File: src/hw/rtl/res_pkg.sv
// Shared types and constants for the repeating event scheduler.
// No dependencies; every other RTL file of the block uses this package.
`default_nettype none

package res_pkg;

  localparam int unsigned SlotsDef = 16;
  localparam int unsigned MaxPlays = 16;

  localparam logic OP_TICK = 1'b0;
  localparam logic OP_ADD  = 1'b1;

  typedef struct packed {
    logic        op;
    logic [31:0] now;
    logic [7:0]  map;
    logic [15:0] sound;
    logic [7:0]  noise;
    logic [7:0]  repeat_count;
    logic [7:0]  interval;
    logic [15:0] object_id;
    logic [7:0]  start_delay;
  } in_t;

  typedef struct packed {
    logic [15:0] play_object;
    logic [15:0] play_sound;
    logic [7:0]  play_noise;
    logic        immediate;
    logic        last_play;
  } out_t;

  // One table entry; the active flag lives in flip-flops outside the memory.
  typedef struct packed {
    logic [15:0] sound;
    logic [7:0]  noise;
    logic [7:0]  count;
    logic [31:0] last_time;
    logic [7:0]  interval;
    logic [15:0] object_id;
    logic [7:0]  map;
  } slot_t;

endpackage

`default_nettype wire

File: src/hw/rtl/res_in_if.sv
// Input channel of the scheduler: valid/ready handshake with an in_t item.
// Depends on res_pkg.
`default_nettype none

interface res_in_if;
  logic            valid;
  logic            ready;
  res_pkg::in_t    data;

  modport source (output valid, output data, input ready);
  modport sink   (input valid, input data, output ready);
endinterface

`default_nettype wire

File: src/hw/rtl/res_out_if.sv
// Output channel of the scheduler: valid/ready handshake with an out_t item.
// Depends on res_pkg.
`default_nettype none

interface res_out_if;
  logic            valid;
  logic            ready;
  res_pkg::out_t   data;

  modport source (output valid, output data, input ready);
  modport sink   (input valid, input data, output ready);
endinterface

`default_nettype wire

File: src/hw/rtl/repeating_event_scheduler_unit.sv
// Repeating event scheduler. An add keeps the input busy after it is accepted while it
// looks for a free slot (one slot flag checked per cycle), plus any output stall. A tick
// keeps it busy while it scans every slot, plus any output stall: the slot table is one
// memory, read once per cycle by a single scan counter unless a play stalls on the
// output. The block takes one item at a time. Reset clears the slot active flags but not
// the slot contents; slot contents are undefined until written and need no clearing pass.
// Depends on res_pkg, res_in_if and res_out_if.
`default_nettype none

module repeating_event_scheduler_unit #(
  parameter int unsigned SLOTS = res_pkg::SlotsDef
) (
  input  logic      clk_i,
  input  logic      rst_ni,
  res_in_if.sink    in_i,
  res_out_if.source out_o
);
  import res_pkg::*;

  localparam int unsigned IdxW  = (SLOTS > 1) ? $clog2(SLOTS) : 1;
  localparam int unsigned CntW  = $clog2(SLOTS + 1);
  localparam int unsigned PlayW = $clog2(MaxPlays + 1);
  localparam logic [CntW-1:0]  LastIdx  = CntW'(SLOTS - 1);
  localparam logic [CntW-1:0]  SlotsEnd = CntW'(SLOTS);
  localparam logic [PlayW-1:0] PlayMax  = PlayW'(MaxPlays);

  localparam logic [1:0] S_IDLE  = 2'd0;
  localparam logic [1:0] S_ADD   = 2'd1;
  localparam logic [1:0] S_TICK  = 2'd2;
  localparam logic [1:0] S_FLUSH = 2'd3;

  logic [1:0]       state_q, state_d;
  in_t              in_q;
  logic [CntW-1:0]  scan_q, scan_d;
  logic             eval_vld_q, eval_vld_d;
  logic [IdxW-1:0]  eval_idx_q;
  logic [SLOTS-1:0] act_q, act_d;
  out_t             pend_q, pend_d;
  logic             pend_vld_q, pend_vld_d;
  out_t             out_q, out_d;
  logic             out_vld_q, out_vld_d;
  logic [PlayW-1:0] plays_q, plays_d;

  slot_t            mem_q [SLOTS];
  slot_t            rdata_q;
  logic             mem_we;
  logic [IdxW-1:0]  mem_waddr;
  slot_t            mem_wdata;
  logic             rd_en;

  logic             accept, out_free, stall;
  logic [IdxW-1:0]  slot_idx;
  logic             imm;
  logic             ev_act, ev_kill, ev_due, ev_play;
  logic [31:0]      due_time;
  out_t             ev_rec;

  assign accept      = in_i.valid && in_i.ready;
  assign in_i.ready  = (state_q == S_IDLE);
  assign out_o.valid = out_vld_q;
  assign out_o.data  = out_q;
  assign out_free    = !out_vld_q || out_o.ready;
  assign slot_idx    = scan_q[IdxW-1:0];
  assign imm         = (in_q.start_delay == 8'd0);

  // Evaluation of the registered slot read (rdata_q at eval_idx_q)
  assign ev_act   = act_q[eval_idx_q];
  assign ev_kill  = (rdata_q.count == 8'd0) || (rdata_q.map != in_q.map);
  assign due_time = rdata_q.last_time + {24'd0, rdata_q.interval};
  assign ev_due   = (in_q.now >= due_time);
  assign ev_play  = eval_vld_q && ev_act && !ev_kill && ev_due && (plays_q < PlayMax);
  // A new play pushes the held one out, so it waits if the output is occupied
  assign stall    = ev_play && pend_vld_q && !out_free;

  always_comb begin
    ev_rec             = '0;
    ev_rec.play_object = rdata_q.object_id;
    ev_rec.play_sound  = rdata_q.sound;
    ev_rec.play_noise  = rdata_q.noise;
  end

  always_comb begin
    state_d    = state_q;
    scan_d     = scan_q;
    eval_vld_d = eval_vld_q;
    act_d      = act_q;
    pend_d     = pend_q;
    pend_vld_d = pend_vld_q;
    out_d      = out_q;
    out_vld_d  = out_vld_q && !out_o.ready;
    plays_d    = plays_q;
    mem_we     = 1'b0;
    mem_waddr  = slot_idx;
    mem_wdata  = rdata_q;
    rd_en      = 1'b0;

    unique case (state_q)
      S_IDLE: begin
        if (accept) begin
          scan_d     = '0;
          eval_vld_d = 1'b0;
          plays_d    = '0;
          if (in_i.data.op == OP_ADD) begin
            state_d = S_ADD;
            if (in_i.data.start_delay == 8'd0) begin
              pend_d             = '0;
              pend_d.play_sound  = in_i.data.sound;
              pend_d.play_noise  = in_i.data.noise;
              pend_d.immediate   = 1'b1;
              pend_vld_d         = 1'b1;
            end
          end else begin
            state_d = S_TICK;
          end
        end
      end

      S_ADD: begin
        if (!act_q[slot_idx]) begin
          mem_we              = 1'b1;
          mem_wdata.sound     = in_q.sound;
          mem_wdata.noise     = in_q.noise;
          mem_wdata.count     = in_q.repeat_count - {7'd0, imm};
          mem_wdata.last_time = in_q.now;
          mem_wdata.interval  = in_q.interval;
          mem_wdata.object_id = in_q.object_id;
          mem_wdata.map       = in_q.map;
          act_d[slot_idx]     = (in_q.repeat_count > {7'd0, imm});
          state_d             = S_FLUSH;
        end else if (scan_q == LastIdx) begin
          state_d = S_FLUSH;
        end else begin
          scan_d = scan_q + CntW'(1);
        end
      end

      S_TICK: begin
        if (!stall) begin
          if (eval_vld_q) begin
            if (ev_act && ev_kill) begin
              act_d[eval_idx_q] = 1'b0;
            end else if (ev_play) begin
              mem_we              = 1'b1;
              mem_waddr           = eval_idx_q;
              mem_wdata.count     = rdata_q.count - 8'd1;
              mem_wdata.last_time = in_q.now;
              plays_d             = plays_q + PlayW'(1);
              if (pend_vld_q) begin
                out_d     = pend_q;
                out_vld_d = 1'b1;
              end
              pend_d     = ev_rec;
              pend_vld_d = 1'b1;
            end
          end
          rd_en      = (scan_q != SlotsEnd);
          eval_vld_d = rd_en;
          if (rd_en) begin
            scan_d = scan_q + CntW'(1);
          end else if (!eval_vld_q) begin
            state_d = S_FLUSH;
          end
        end
      end

      S_FLUSH: begin
        if (!pend_vld_q) begin
          state_d = S_IDLE;
        end else if (out_free) begin
          out_d           = pend_q;
          out_d.last_play = 1'b1;
          out_vld_d       = 1'b1;
          pend_vld_d      = 1'b0;
          state_d         = S_IDLE;
        end
      end

      default: begin
        state_d = S_IDLE;
      end
    endcase
  end

  always_ff @(posedge clk_i or negedge rst_ni) begin
    if (!rst_ni) begin
      state_q    <= S_IDLE;
      scan_q     <= '0;
      eval_vld_q <= 1'b0;
      act_q      <= '0;
      pend_vld_q <= 1'b0;
      out_vld_q  <= 1'b0;
      plays_q    <= '0;
    end else begin
      state_q    <= state_d;
      scan_q     <= scan_d;
      eval_vld_q <= eval_vld_d;
      act_q      <= act_d;
      pend_vld_q <= pend_vld_d;
      out_vld_q  <= out_vld_d;
      plays_q    <= plays_d;
    end
  end

  always_ff @(posedge clk_i) begin
    if (accept) begin
      in_q <= in_i.data;
    end
    if (rd_en) begin
      eval_idx_q <= slot_idx;
    end
    pend_q <= pend_d;
    out_q  <= out_d;
  end

  // Slot table: one write port, one registered read port
  always_ff @(posedge clk_i) begin
    if (mem_we) begin
      mem_q[mem_waddr] <= mem_wdata;
    end
    if (rd_en) begin
      rdata_q <= mem_q[slot_idx];
    end
  end

  a_idle_clean: assert property (@(posedge clk_i) disable iff (!rst_ni)
    state_q == S_IDLE |-> !pend_vld_q && !eval_vld_q)
    else $error("held play or slot evaluation left over in idle");

  a_play_limit: assert property (@(posedge clk_i) disable iff (!rst_ni)
    plays_q <= PlayMax)
    else $error("tick play count beyond limit");

  a_eval_in_tick: assert property (@(posedge clk_i) disable iff (!rst_ni)
    eval_vld_q |-> state_q == S_TICK)
    else $error("slot evaluation outside a tick scan");

  a_imm_held: assert property (@(posedge clk_i) disable iff (!rst_ni)
    accept && in_i.data.op == OP_ADD && in_i.data.start_delay == 8'd0
    |=> pend_vld_q && pend_q.immediate)
    else $error("immediate play not held after add");

  a_imm_last: assert property (@(posedge clk_i) disable iff (!rst_ni)
    out_vld_q && out_q.immediate |-> out_q.last_play)
    else $error("immediate play not marked as last item");

endmodule

`default_nettype wire
File: src/flat_wrapper.sv
// flat-port wrapper written by rule: the top's interface ports become plain ports
module repeating_event_scheduler_unit_flat import res_pkg::*;
#(
  parameter int unsigned SLOTS = res_pkg::SlotsDef
)
  (clk_i, rst_ni, in_i_valid, in_i_data, in_i_ready, out_o_valid, out_o_data, out_o_ready);
  res_in_if in_i_i ();
  res_out_if out_o_i ();
  input  logic clk_i;
  input  logic rst_ni;
  input wire logic [$bits(in_i_i.valid)-1:0] in_i_valid;
  input wire logic [$bits(in_i_i.data)-1:0] in_i_data;
  output wire logic [$bits(in_i_i.ready)-1:0] in_i_ready;
  output wire logic [$bits(out_o_i.valid)-1:0] out_o_valid;
  output wire logic [$bits(out_o_i.data)-1:0] out_o_data;
  input wire logic [$bits(out_o_i.ready)-1:0] out_o_ready;
  assign in_i_i.valid = in_i_valid;
  assign in_i_i.data = in_i_data;
  assign in_i_ready = in_i_i.ready;
  assign out_o_valid = out_o_i.valid;
  assign out_o_data = out_o_i.data;
  assign out_o_i.ready = out_o_ready;
  repeating_event_scheduler_unit #(.SLOTS(SLOTS)) u_core (.clk_i(clk_i), .rst_ni(rst_ni), .in_i(in_i_i), .out_o(out_o_i));
endmodule
File: config.mk
export PLATFORM = sky130hd
export DESIGN_NAME = repeating_event_scheduler_unit_flat
export DESIGN_NICKNAME = d
export VERILOG_FILES = /design/src/hw/rtl/res_pkg.sv /design/src/hw/rtl/res_in_if.sv /design/src/hw/rtl/res_out_if.sv /design/src/hw/rtl/repeating_event_scheduler_unit.sv /design/src/flat_wrapper.sv
export SDC_FILE = /design/constraint.sdc
export NUM_CORES = 2
export LEC_CHECK = 0
export ABC_CLOCK_PERIOD_IN_PS = 11400
export BUFFER_PORTS_ARGS = -buffer_cell sky130_fd_sc_hd__buf_2
export CAP_MARGIN = 40
export CORE_ASPECT_RATIO = 2
export CORE_MARGIN = 2
export CORE_UTILIZATION = 49
export CTS_BUF_LIST = sky130_fd_sc_hd__clkbuf_2
export DETAILED_ROUTE_END_ITERATION = 7
export PLACE_DENSITY = 0.75
export SETUP_SLACK_MARGIN = 0.5
export SYNTH_ARGS = -nofsm -noshare
export SYNTH_HDL_FRONTEND = slang
export SYNTH_SLANG_ARGS = --single-unit
File: constraint.sdc
create_clock -name clk_i -period 11.4 [get_ports clk_i]
set_input_delay 1.14 -clock clk_i [delete_from_list [all_inputs] [get_ports clk_i]]
set_output_delay 1.14 -clock clk_i [all_outputs]
set_load 0.1 [all_outputs]
# ---- After elaboration in Yosys (flattened, before gate mapping)
# Memories as Yosys holds them, arrays and structs flattened. A register that Yosys moved wholly into a read port is not among the register bits.
# Cells that the tools add are included.
dict set report op_classes {
  n_addsub 5
  n_reduce_logical 34
  n_eq_ne 25
  magnitude_cmp 7
  div 0
  n_bitwise 2
  n_mux 95
  n_shift 0
  mul 0
}
# op n
set ops {}
lappend ops {{$mux 42} 14}
lappend ops {{$pmux 42 s2} 2}
lappend ops {{$mux 40} 4}
lappend ops {{$mux 96} 1}
lappend ops {{$pmux 40 s2} 1}
lappend ops {{$mux 16} 4}
lappend ops {{$mux 5} 9}
lappend ops {{$add 32x8->32} 1}
lappend ops {{$ge 32x32->1} 1}
lappend ops {{$mux 32} 1}
lappend ops {{$pmux 16 s2} 1}
lappend ops {{$mux 1} 31}
lappend ops {{$logic_not 8->1} 3}
lappend ops {{$mux 24} 1}
lappend ops {{$reduce_and 8->1} 3}
lappend ops {{$mux 4} 5}
lappend ops {{$mux 2} 9}
lappend ops {{$ne 2x2->1 const B} 9}
lappend ops {{$reduce_and 6->1} 3}
lappend ops {{$and 16x16->16} 1}
lappend ops {{$bwmux 16} 1}
lappend ops {{$ne 2x1->1 const B} 8}
lappend ops {{$not 16->16} 1}
lappend ops {{$pmux 5 s3} 1}
lappend ops {{27 further kinds} 53}
dict set report word_totals {
  latch_bits 0
  ram_bits 1536
  mem_count 1
  in_bits 109
  romBits 0
  out_inout_bits 44
  word_cells 195
  regBits 223
}
# name words word_bits rd rd_clocked_by_memory_dff wr line
set memory_table {}
lappend memory_table {u_core.mem_q 16 96 1 1 1 repeating_event_scheduler_unit.sv:44} ;# slot_t mem_q [SLOTS];

# ---- Logic depth before layout (Yosys ltp)
dict set report logic_depth {
  ltp_word 13
  depth_mapped 22
}

# ---- Worst setup path before layout
# No wires, ideal clock.
dict set report synth_path {
  path_kind {reg2reg}
  start {register, netlist name u_core.rdata_q[32]}
  end {memory u_core.mem_q[3][0] (netlist name), enable pin}
  setup_time_ns 0.582
  path_stages_with_launch 22
  synth_period_minus_slack_ns 9.315
  arrival_time_ns 8.733
  slack_ns 2.085
  path_cell_list {edfxtp_1 > ha_1 > inv_1 > fa_1 > nor2b_1 > o21ai_0 > a21oi_1 > o21ai_0 > a21oi_1 > nand3_1 > nor2_1 > xnor2_1 > ha_1 > nand4_1 > or3_1 > nor4_1 > a21oi_2 > nor4_2 > buf_2 > buf_4 > nand3_1 > a21oi_1}
}
dict set report synth_via {
  elab_chain_cells 11
  word_cells_on_any_way 18
  classes_between {add/sub: 1; order compare: 1; mux: 12; reduce/logical: 4}
}
# element line
set synth_rtl {}
lappend synth_rtl {{$add 32x8->32 *} repeating_event_scheduler_unit.sv:69} ;# assign due_time = rdata_q.last_time + {24'd0, rdata_q.interval};
lappend synth_rtl {{$ge 32x32->1 *} repeating_event_scheduler_unit.sv:70} ;# assign ev_due = (in_q.now >= due_time);
lappend synth_rtl {{$logic_and 1x1->1 * (2 in series)} repeating_event_scheduler_unit.sv:71} ;# assign ev_play = eval_vld_q && ev_act && !ev_kill && ev_due && (plays_q < PlayMax);
lappend synth_rtl {{$mux 1} repeating_event_scheduler_unit.sv:142} ;# end else if (ev_play) begin
lappend synth_rtl {{$mux 1} repeating_event_scheduler_unit.sv:140} ;# if (ev_act && ev_kill) begin
lappend synth_rtl {{$mux 1} repeating_event_scheduler_unit.sv:139} ;# if (eval_vld_q) begin
lappend synth_rtl {{$mux 1} repeating_event_scheduler_unit.sv:138} ;# if (!stall) begin
lappend synth_rtl {{$pmux 1 s2} repeating_event_scheduler_unit.sv:97} ;# unique case (state_q)
lappend synth_rtl {{$mux 1} repeating_event_scheduler_unit.sv:217} ;# if (mem_we) begin
lappend synth_rtl {{$mux 1 (not written as such)} repeating_event_scheduler_unit.sv:218} ;# mem_q[mem_waddr] <= mem_wdata;
lappend synth_rtl {{end: declaration} repeating_event_scheduler_unit.sv:44}
# Every way passes the cells marked *; elsewhere a longest branch is shown, timed or not.

# ---- Worst setup path in the final report
dict set report layout_path {
  start {register, netlist name u_core.rdata_q[24]}
  end {memory u_core.mem_q[0][50] (netlist name), enable pin}
}
dict set report layout_via {
  elab_chain_cells 11
  word_cells_on_any_way 18
  classes_between {add/sub: 1; order compare: 1; mux: 12; reduce/logical: 4}
}
# element line
set layout_rtl {}
lappend layout_rtl {{$add 32x8->32 *} repeating_event_scheduler_unit.sv:69}
lappend layout_rtl {{$ge 32x32->1 *} repeating_event_scheduler_unit.sv:70}
lappend layout_rtl {{$logic_and 1x1->1 * (2 in series)} repeating_event_scheduler_unit.sv:71}
lappend layout_rtl {{$mux 1} repeating_event_scheduler_unit.sv:142}
lappend layout_rtl {{$mux 1} repeating_event_scheduler_unit.sv:140}
lappend layout_rtl {{$mux 1} repeating_event_scheduler_unit.sv:139}
lappend layout_rtl {{$mux 1} repeating_event_scheduler_unit.sv:138}
lappend layout_rtl {{$pmux 1 s2} repeating_event_scheduler_unit.sv:97}
lappend layout_rtl {{$mux 1} repeating_event_scheduler_unit.sv:217}
lappend layout_rtl {{$mux 1 (not written as such)} repeating_event_scheduler_unit.sv:218}
# Marked as above.

==> flow_metrics.py <==
metrics = {
    "detailed_routing": {
        "met3WireLength_um": 10900,
        "met1_length_um": 57600,
        "uppermost_layer_routed": "met5",
        "drc_errors": 0,
        "routed_via_density": 5.97,
        "routed_wl_um": 163000,
        "detailedRoute.firstPassIterationCount": 5,
        "ant_nets": 0,
        "detailedRoute.firstIterationViolations": 3094,
        "detailroute.wirelength.met2_um": 89100,
        "avgRoutedWirePerCell_um": 27.4,
        "num_vias": 35300,
    },
    "setup_path": {
        "timing.critical_path.fanout_max": 42,
        "timing.critical_path.arrival_ps": 8390,
        "max_stage_delay_ps": 650,
        "cp_cell_sequence": "ha_1, inv_1, fa_1, nor2b_1, o21ai_0, a21oi_1, o21ai_0, a21oi_1, nand3_1, nor2_1, xnor2_1, ha_1, nand4_1, or3_1, nor4_1, a21oi_2, nor4_4, buf_4, nand3_1, a21oi_4, buf_4, buf_4, buf_16",
        "path_class": "register to register",
        "timing.critical_path.slowest_stage_cell": "sky130_fd_sc_hd__buf_4",
        "worst_setup_path_start_kind": "register",
        "worstSetupEndpointType": "register",
        "path_common_cell": "sky130_fd_sc_hd__buf_4",
        "critPathRequiredTime_ps": 12450,
    },
    "sta": {
        "fin_setup_tns_ps": 0,
        "setup-violations-final": 0,
        "finalCritPeriodShare_pct": 64.4,
        "max_clock_freq_mhz": 136,
        "clock-skew-final_ps": 183,
        "timing.max_slew.rel_slack_pct": 36.5,
        "worst_slew_pin_slew_ps": 953,
        "final_max_slew_viol_count": 0,
        "finalWorstSetupSlack_ps": 4060,
        "final_hold_viol_count": 0,
        "crit_path_time_final_ps": 7340,
        "unrepaired_setup_endpoints_after_global_routing": "false",
    },
    "final_layout": {
        "final_net_count": 3901,
        "final_util_pct": 55.2,
        "flow.area_growth_from_synthesis_pct": 11.8,
        "proportion_of_layout_cells_with_a_drive_suffix_above_1_pct": 35.8,
        "fin_area_um2": 80400,
    },
    "synthesis": {
        "synth_enable_flop_cells": 1823,
        "mappedNetlistArea_um2": 71900,
        "share_of_flip_flops_with_an_asynchronous_set_or_reset_after_synthesis_pct": 1.67,
        "yosys_most_used_dff": "sky130_fd_sc_hd__edfxtp_1",
        "synthTopCellsByCount": "sky130_fd_sc_hd__edfxtp_1, sky130_fd_sc_hd__mux4_2, sky130_fd_sc_hd__clkbuf_1, sky130_fd_sc_hd__mux2_2, sky130_fd_sc_hd__o21ai_0",
        "synth_seq_cells": 1854,
        "syn_nets": 3321,
        "synth.avg_cell_area_um2": 22.8,
        "netlist.area_leader.share_pct": 76.1,
        "netlist.top_cell.by_area": "sky130_fd_sc_hd__edfxtp_1",
        "post-synth-top-count-cell": "sky130_fd_sc_hd__edfxtp_1",
        "synth.yosys.warnings": 0,
        "netlist-cell-type-count": 66,
        "synth_sequential_area_ratio_pct": 77.2,
        "synthCells": 3158,
        "yosys-top-cells-area": "sky130_fd_sc_hd__edfxtp_1, sky130_fd_sc_hd__mux4_2, sky130_fd_sc_hd__mux2_2",
    },
    "floorplanning": {
        "die_h_um": 546,
        "initial_utilization_pct": 49.4,
        "area_of_the_core_um2": 146000,
        "placementRows": 198,
        "die_width_um": 275,
        "ioPinCount": 153,
        "overall_die_area_um2": 150000,
    },
    "global_route": {
        "grt_start_max_net_pins": 112,
        "first_global_vias": 37600,
        "antenna_found_initial": 6,
        "overflow_left_after_global_routing": 0,
        "grt_first_pass_wirelength_um": 240000,
        "global_route.usage.total_pct": 21.8,
    },
    "power_and_ir_drop": {
        "power-per-cell-area_nw_per_um2": 246,
        "vdd.ir_drop.worst_v": 0.000178,
        "power.static_leakage_uw": 0.0258,
        "total_power_uw": 19800,
    },
    "cts": {
        "post_cts_setup_buffer_count": 0,
        "post_cts_resize_count": 0,
        "largest_buffer_count_on_any_clock_path": 4,
        "clockRootBuffer": "sky130_fd_sc_hd__clkbuf_2",
        "h-tree-depth": 5,
        "insertion_delay_ps": 1540,
        "tritoncts": "yes",
        "cts_sinks": 1854,
        "numCtsBuffers": 382,
        "path_clk_slew_ps": 120,
    },
    "worst_hold_path": {
        "path_category_of_the_worst_min_delay_check": "primary input to register",
    },
    "placed_design": {
        "io_buffers": 152,
        "dp.final_hpwl_um": 93200,
        "weighted_congestion_reported_at_the_end_of_routability_driven_placement": 0.864,
        "post-place-ws_ps": 4220,
        "postPlaceCellArea_um2": 75900,
    },
    "run": {
        "drv.max_cap_violation_count": 0,
    },
    "outcome": {
        "status": "finished clean",
    },
}
==> registers in the layout (all words and copies together), names as in the netlist, 5 cells and up <==
register and flops:
u_core.act_q 16, u_core.in_q 104, u_core.pend_q 41, u_core.rdata_q 56, u_core.plays_q 5, u_core.mem_q 1536
u_core.out_o.data 42, u_core.ev_rec 40, u_core.scan_q 5
==> through the flow <==
| stage | hold slack, ps | std cells |
|---|---|---|
| 2_1_floorplan | 400 | 3158 |
| 3_3_place_gp | 401 | 5118 |
| 3_5_place_dp | 406 | 5148 |
| 4_1_cts | 11.7 | 5918 |
| 5_1_grt | 102 | 5922 |
| 6_report | 140 | 5922 |
==> cell usage in the layout, fill, tap and decap left out, drive strengths merged, types with 21 or more instances in the layout <==
master,count
a21oi,40
a22o,34
and2,21
buf,245
clkbuf,533
clkinv,116
dfrtp,31
dlygate4sd3,106
edfxtp,1823
ha,53
inv,35
mux2,81
mux4,488
nand2,49
nand3,39
nor2,42
o21ai,59
xnor2,27
==> metal layers <==
layer	up-vias	GRT usage (%)
li1	14800	-
met1	18600	26.3
met2	1585	38.9
met3	323	3.85
met4	2	7.98
met5	-	0
==> critical path: cells and delay by family (launching register included) <==
family	cells	cell delay (ps)
AND/OR/NAND/NOR	8	2130
flip-flops	1	370
buffers and inverters	5	1880
XOR/XNOR	1	90
AO/OA/AOI/OAI	6	1460
adder cells (fa/ha/maj)	3	880
==> final timing paths <==
check                      slack, ps                    end                from  cells after the start
setup / recovery                4060    u_core.mem_q[0][50]  u_core.rdata_q[24]                     23
hold / removal                   140     u_core.out_o.valid         out_o_ready                      3
setup reg to reg                4060    u_core.mem_q[0][50]  u_core.rdata_q[24]                     23
hold reg to reg                  370  u_core.out_o.data[39]   u_core.pend_q[39]                      0
max in group asynchronous      10410       u_core.scan_q[2]              rst_ni                      2
min in group asynchronous        350     u_core.out_o.valid              rst_ni                      2
==> logic make-up after synthesis <==
group / synth area share (%)
AO/OA/AOI/OAI: 1.86
multiplexers: 16.6
AND/OR/NAND/NOR: 1.85
buffers and inverters: 1.02
XOR/XNOR: 0.523
adder cells (fa/ha/maj): 0.950
flip-flops: 77.2
==> where the power goes <==
group          switching, uW  leakage (uW)  internal [uW]  total, uW
registers                389        0.0169           9640      10000
logic                   3770       0.00623           2110       5880
clock network           2460       0.00260           1430       3880
total                   6610        0.0258          13200      19800
==> what timing repair did <==
action,in CTS,in global routing
endpoints found under the setup margin,0,0
endpoints found under the hold margin,161,0
hold buffers,106,0
==> area by class of cell <==
| class | count | area (um2) |
|---|---|---|
| Fill cell | 10900 | 65200 |
| Inverter | 29 | 109 |
| Tap cell | 1900 | 2380 |
| Antenna cell | 4 | 10.0 |
| Multi-Input combinational cell | 1120 | 15900 |
| Timing Repair Buffer | 351 | 3050 |
| Clock inverter | 131 | 748 |
| Clock buffer | 533 | 2670 |
| Sequential cell | 1854 | 55500 |
Power figures use the tool's default switching activity.
